## src/sv/assert_macros.svh

```systemverilog
// ----------------------------------------------------------------------------
// assertion macros
// shared concurrent assertion wrappers, empty under synthesis
// ----------------------------------------------------------------------------
`ifndef ASSERT_MACROS_SVH
`define ASSERT_MACROS_SVH

`ifndef SYNTHESIS

// expression must hold at every clock edge outside reset
`define ASSERT_ALWAYS(lbl, clk, rst_n, expr) \
	lbl: assert property (@(posedge clk) disable iff (!(rst_n)) (expr)) \
		else $error("%m: assertion failed");

// consequent must hold in the same cycle as the antecedent
`define ASSERT_IMPLIES(lbl, clk, rst_n, ante, cons) \
	lbl: assert property (@(posedge clk) disable iff (!(rst_n)) (ante) |-> (cons)) \
		else $error("%m: assertion failed");

// consequent must hold in the cycle after the antecedent
`define ASSERT_NEXT(lbl, clk, rst_n, ante, cons) \
	lbl: assert property (@(posedge clk) disable iff (!(rst_n)) (ante) |=> (cons)) \
		else $error("%m: assertion failed");

`else

`define ASSERT_ALWAYS(lbl, clk, rst_n, expr)
`define ASSERT_IMPLIES(lbl, clk, rst_n, ante, cons)
`define ASSERT_NEXT(lbl, clk, rst_n, ante, cons)

`endif

`endif

```

## src/sv/oaht_pkg.sv

```systemverilog
`timescale 1ns / 1ps
// ----------------------------------------------------------------------------
// oaht_pkg
// shared types and codes of the open addressing hash table
// ----------------------------------------------------------------------------
package oaht_pkg;

	localparam int KEY_W  = 64;
	localparam int VAL_W  = 64;
	localparam int LIVE_W = 9;
	localparam int HASH_W = 30;

	localparam logic [KEY_W-1:0] KEY_EMPTY = 64'd0;
	localparam logic [KEY_W-1:0] KEY_TOMB  = 64'd1;

	localparam logic [LIVE_W-1:0] LOAD_LIMIT_RST = 9'd192;

	typedef enum logic [1:0] {
		CMD_LOOKUP = 2'd0,
		CMD_SET    = 2'd1,
		CMD_REMOVE = 2'd2,
		CMD_CLEAR  = 2'd3
	} cmd_t;

	typedef enum logic [2:0] {
		STAT_HIT         = 3'd0,
		STAT_MISS        = 3'd1,
		STAT_INSERTED    = 3'd2,
		STAT_OVERWRITTEN = 3'd3,
		STAT_REMOVED     = 3'd4,
		STAT_FULL        = 3'd5,
		STAT_INVALID     = 3'd6,
		STAT_CLEARED     = 3'd7
	} status_t;

	typedef enum logic [2:0] {
		S_IDLE,
		S_CLEAR,
		S_HASH,
		S_RD,
		S_CHK,
		S_VRD,
		S_DONE
	} state_t;

	// hash unit result
	typedef struct packed {
		logic              done;
		logic [HASH_W-1:0] hash;
	} hash_res_t;

endpackage

```

## src/sv/oaht_hash.sv

```systemverilog
`timescale 1ns / 1ps
// ----------------------------------------------------------------------------
// oaht_hash
// three stage 64-bit integer mix, result masked to 30 bits
// ----------------------------------------------------------------------------
module oaht_hash
	import oaht_pkg::*;
(
	input  logic             clk,
	input  logic             arst_n,
	input  logic             start,
	input  logic [KEY_W-1:0] key,
	output hash_res_t        res
);

	logic [KEY_W-1:0] a, b, c, d, e, f;
	logic [KEY_W-1:0] mix_s1, mix_s2;
	logic [HASH_W-1:0] hash_s3;
	logic v_s1, v_s2, v_s3;

	always_comb begin
		a = ~key + (key << 18);
		b = a ^ (a >> 31);
		// times 21 as shift and add
		c = mix_s1 + (mix_s1 << 2) + (mix_s1 << 4);
		d = c ^ (c >> 11);
		e = mix_s2 + (mix_s2 << 6);
		f = e ^ (e >> 22);
	end

	always_ff @(posedge clk or negedge arst_n) begin
		if (!arst_n) begin
			v_s1 <= 1'b0;
			v_s2 <= 1'b0;
			v_s3 <= 1'b0;
		end else begin
			v_s1 <= start;
			v_s2 <= v_s1;
			v_s3 <= v_s2;
		end
	end

	always_ff @(posedge clk) begin
		mix_s1  <= b;
		mix_s2  <= d;
		hash_s3 <= f[HASH_W-1:0];
	end

	assign res.done = v_s3;
	assign res.hash = hash_s3;

endmodule

```

## config.mk

```make
export PLATFORM = sky130hd
export DESIGN_NAME = oaht_hash
export DESIGN_NICKNAME = d
export VERILOG_FILES = /design/src/sv/assert_macros.svh /design/src/sv/oaht_pkg.sv /design/src/sv/oaht_hash.sv
export SDC_FILE = /design/constraint.sdc
export NUM_CORES = 1
export LEC_CHECK = 0
export BUFFER_PORTS_ARGS = -buffer_cell sky130_fd_sc_hd__clkbuf_2
export CAP_MARGIN = 20
export CORE_MARGIN = 2
export CORE_UTILIZATION = 35
export CTS_CLUSTER_DIAMETER = 60
export DETAILED_ROUTE_END_ITERATION = 16
export PLACE_DENSITY_LB_ADDON = 0.3
export SYNTH_ARGS = -nofsm -noshare
export SYNTH_HDL_FRONTEND = slang
export SYNTH_SLANG_ARGS = --single-unit
```

## constraint.sdc

```tcl
create_clock -name clk -period 3.3 [get_ports clk]
set_clock_uncertainty 0.05 [all_clocks]
set_input_delay 0.165 -clock clk [delete_from_list [all_inputs] [get_ports clk]]
set_output_delay 0.165 -clock clk [all_outputs]
set_load 0.1 [all_outputs]
```

# Yosys cells after proc, flatten, opt, wreduce, memory -nomap -nowiden
# Cells that the tools add are included.
# W data, S select, Z words.
totals:
  reg_bits: 148
  word_cells: 14
  output_inout_bits: 31
  input_bits: 67
classes:
  add_sub_neg: 4
  bitwise_logic: 4
op_table:
  columns: ["cell", "count"]
  rows:
  - ["$add A63 B63 Y63", 2]
  - ["$add A64 B64 Y64", 1]
  - ["$not A64 Y64", 1]
  - ["$xor A63 B33 Y63", 1]
  - ["$add A52 B52 Y52", 1]
  - ["$xor A52 B52 Y52", 1]
  - ["$xor A30 B30 Y30", 1]

# Depth between registers and ports, before layout
logic_depth:
  ltp_word: 3
  ltp_mapped: 15
  ltp_nobuf: 15

# Least setup slack after synthesis
# No wires, ideal clock.
synth_path:
  path_kind: "register -> register"
  from: "reg mix_s1[0]"
  to: "reg mix_s2[48]"
  setup_slack_ps: -290
  period_less_slack_ps: 3590
  arrival_ps: 3408
  setup_time_ps: 132
  stages_incl_launch_ff: 15
  t_required_ps: 3118
  n_path_buf: 0
  path_cell_list: "dfxtp_1 -> fa_1 -> inv_1 -> fa_1 -> nand2b_1 -> a21oi_1 -> o211ai_1 -> nand2_1 -> a31oi_1 -> or3_1 -> nand3_1 -> a221oi_1 -> o21a_1 -> o31ai_2 -> xor3_1"
synth_between:
  elab_chain_len: 3
synth_lines:
  columns: ["item", "line_no", "rtl"]
  rows:
  - ["from (decl)", "oaht_hash.sv:17", "logic [KEY_W-1:0] mix_s1, mix_s2;"]
  - ["from (signal assigned)", "oaht_hash.sv:44", "mix_s1 <= b;"]
  - ["$add A63 B63 Y63", "oaht_hash.sv:25", "c = mix_s1 + (mix_s1 << 2) + (mix_s1 << 4);"]
  - ["$add A63 B63 Y63 *", "oaht_hash.sv:25", null]
  - ["$xor A52 B52 Y52 *", "oaht_hash.sv:26", "d = c ^ (c >> 11);"]
  - ["net d[48]", "oaht_hash.sv:16", "logic [KEY_W-1:0] a, b, c, d, e, f;"]
  - ["to (signal assigned)", "oaht_hash.sv:45", "mix_s2 <= d;"]
  - ["to (decl)", "oaht_hash.sv:17", null]
# The timed path passes the listed nets; every way through them passes the cells marked *.

# Final worst setup path
layout_path:
  from: "reg mix_s1[2]"
  to: "reg mix_s2[48]"
# Same word-level chain as after synthesis.

==> results.py <==
metrics = {
    "outcome": {
        "status": "finished with violations",
        "violations": "setup timing",
    },
    "global_routing": {
        "grt_pass1_wl_microns": 68800,
        "antenna_found_initial": 0,
        "track_usage": 0.223,
        "grt_pass1_vias": 12800,
        "grt_start_max_net_pins": 17,
        "grt-ovfl-total": 0,
    },
    "cts": {
        "htree_levels": 4,
        "clock_sinks": 148,
        "clkLatencyLatePin_ns": 0.43,
        "clk_path_buf_depth": 2,
        "cts_buffers": 17,
        "clk_pin_slew_ns": 0.06,
        "tritoncts": "built",
        "root_buffer": "clkbuf_16",
    },
    "drt": {
        "drt-total-wl_microns": 44200,
        "first_iter_violations": 653,
        "wl_per_cell_microns": 18.0,
        "viasPerCell": 5.06,
        "num_vias": 12500,
        "ant_nets": 0,
        "drcViolationCount": 0,
        "dr.pass1.iters": 5,
    },
    "die": {
        "die_w_microns": 199,
        "start_util": 0.355,
        "std_cell_rows": 71,
        "die_y_microns": 199,
        "core_sq_um": 37700,
        "ios": 98,
        "die_area_sq_um": 39800,
    },
    "logic_synthesis": {
        "netlist-cell-type-count": 68,
        "synth_seq_cells": 148,
        "syn_area_sq_um": 13400,
        "avgSynthCellArea_sq_um": 8.85,
        "synth.area.mux_share": 0,
        "synth_top_family_by_area": "adder cells",
        "synthesis.nets": 1788,
        "synth-edff-count": 0,
        "synthSimpleGateAreaFrac": 0.112,
        "synth-compound-area-share": 0.228,
        "synth_xor_area_frac": 0.174,
        "yosysWarnings": 0,
        "postSynth.asyncResetShare": 0.0203,
        "yosysSeqAreaShare": 0.223,
        "syn_inst": 1509,
        "ys.flop_type": "dfxtp_1",
        "synthAdderAreaFrac": 0.233,
    },
    "finish": {
        "fin_cells": 2462,
        "layout_commonest_cell": "buf_4",
        "num_antenna_cells": 0,
        "drive_gt1_frac": 0.332,
        "synthToLayoutAreaGrowth_pct": 40.8,
        "fin_util": 0.500,
        "fin_nets": 2217,
        "layout_common_cells": "buf_4 (312), xnor2_1 (142), ha_1 (126), a21oi_1 (122), dfxtp_1 (111)",
    },
    "hold_path": {
        "hold_start": "key[1]",
        "min_delay_path_depth": 2,
        "worstHoldPathType": "in2reg",
        "holdPathEnd": "mix_s1[1]",
    },
    "setup_path": {
        "crit_fanout": 3,
        "worstReg2RegStart": "mix_s1[2]",
        "r2r_end": "mix_s2[48]",
        "crit_path_start_kind": "flop",
        "cp_data_required_time_ns": 3.55,
        "critPathLaunch": "mix_s1[2]",
        "critPathKind": "reg2reg",
        "r2r_cells": 14,
        "endpoint_kind": "flop",
        "worst-r2r-setup-slack_ns": -0.37,
        "worstPathArrival_ns": 3.91,
    },
    "timing": {
        "fmax_ghz": 0.273,
        "finalCritPeriodShare": 1.11,
        "tns_ns": -2.67,
        "hold_viol": 0,
        "period_needed_ns": 3.67,
        "slew_headroom": 0.537,
        "setup_viol": 23,
        "tightest_slew_ns": 0.690,
        "rsz0062_at_grt": "yes",
        "worst_slack_ns": -0.365,
        "drv_slew": 0,
    },
    "place": {
        "place_hpwl_microns": 37100,
        "io_buffers": 97,
        "dpl.cell_count": 2392,
        "finalWeightedCongestion": 0.935,
        "post-place-ws_ns": -0.385,
    },
    "run": {
        "maxCapViolCount": 0,
    },
}
==> per-layer routing <==
metal / global-route usage / share of wire / routed length (microns) / vias up
met2: 0.392 / 0.48 / 21300 / 324
li1: - / - / - / 6220
met4: 0.0864 / 0.038 / 1700 / 0
met1: 0.282 / 0.45 / 19900 / 5839
met5: 0 / 0 / 0 / -
met3: 0.0230 / 0.030 / 1320 / 69
==> Yosys cell counts (4+ instances only) <==
master,count,area [sq um]
xnor2_1,155,1360
ha_1,151,1890
dfxtp_1,145,2900
a21oi_1,144,721
nand2_1,108,405
xor2_1,103,902
a21o_1,102,766
inv_1,76,285
o21ai_0,72,360
nor2_1,63,236
fa_1,61,1220
nand3_1,34,170
and3_1,26,163
o21bai_1,24,180
clkbuf_1,22,82.6
nand4_1,21,131
o21a_1,17,128
o211ai_1,16,120
a31oi_1,15,93.8
nor3_1,14,70.1
nand2b_1,12,75.1
a211oi_1,10,75.1
nor2b_1,9,56.3
a221oi_1,7,61.3
and2_1,7,43.8
o21ai_1,7,35.0
a21oi_2,6,52.6
o31ai_1,6,45.0
buf_2,5,25.0
a221o_1,4,40.0
a41oi_1,4,35.0
==> worst max-delay path, stage by stage, from the launching register on <==
cell and delay [ns]:
dfxtp_4 0.36, fa_2 0.61, inv_2 0.05, fa_2 0.35, nand2b_4 0.15, a21oi_2 0.13
o211ai_1 0.12, nand2_2 0.13, a31oi_4 0.13, or3_4 0.40, nand3_4 0.08, a221oi_4 0.07
o21a_1 0.25, o31ai_2 0.25, xor3_1 0.39
==> worst max-delay path by stage <==
| stage | endpoint | slack (ns) | depth (start not counted) |
|---|---|---|---|
| after CTS | mix_s2[48] | -0.25 | 13 |
| final | mix_s2[48] | -0.37 | 14 |
| after global routing | mix_s2[51] | -0.49 | 13 |
| after global placement | mix_s2[48] | -0.27 | 14 |
| after detailed placement | mix_s2[51] | -0.39 | 14 |
| after floorplan | mix_s2[51] | -0.01 | 13 |
==> per-stage QoR <==
stage	hold slack [ns]	instance area, sq um
final	0.0143	18800
after global routing	0.0122	18800
after CTS	0.0117	18200
after detailed placement	-0.0862	16800
after global placement	-0.0918	16800
after floorplan	-0.181	13600
==> repair_timing <==
item	in CTS	in global routing
endpoints found under the setup margin	38	60
gates resized for setup	109	99
hold endpoints to repair	12	0
pin swaps	72	83
hold buffers	12	0
buffers inserted	22	17
==> cells by family (layout without fill, tap and decap cells) <==
| kind of cell | after synthesis | after routing |
|---|---|---|
| buf+inv | 105 | 547 |
| flops | 148 | 148 |
| fa+ha+maj | 212 | 212 |
| simple gates | 314 | 314 |
| compound gates | 469 | 469 |
| xor+xnor | 261 | 261 |
==> registers in the layout, indices dropped and copies added, names as in the netlist <==
| signal | cells |
|---|---|
| mix_s1 | 63 |
| mix_s2 | 52 |
| hash_s3 | 30 |
| v_s1 | 1 |
| v_s2 | 1 |
| v_s3 | 1 |
==> cell type report <==
type                       count  area (sq um)
inverter                      76           285
fill                        3531         18900
multi-input combinational   1256         11100
sequential                   148          3030
clock buffer                  20           467
timing repair buffer         439          3150
clock inverter                12           165
tap                          511           639
Power is not shown: default switching activity piles up to over one toggle a cycle in this logic, so the estimate is an artifact.
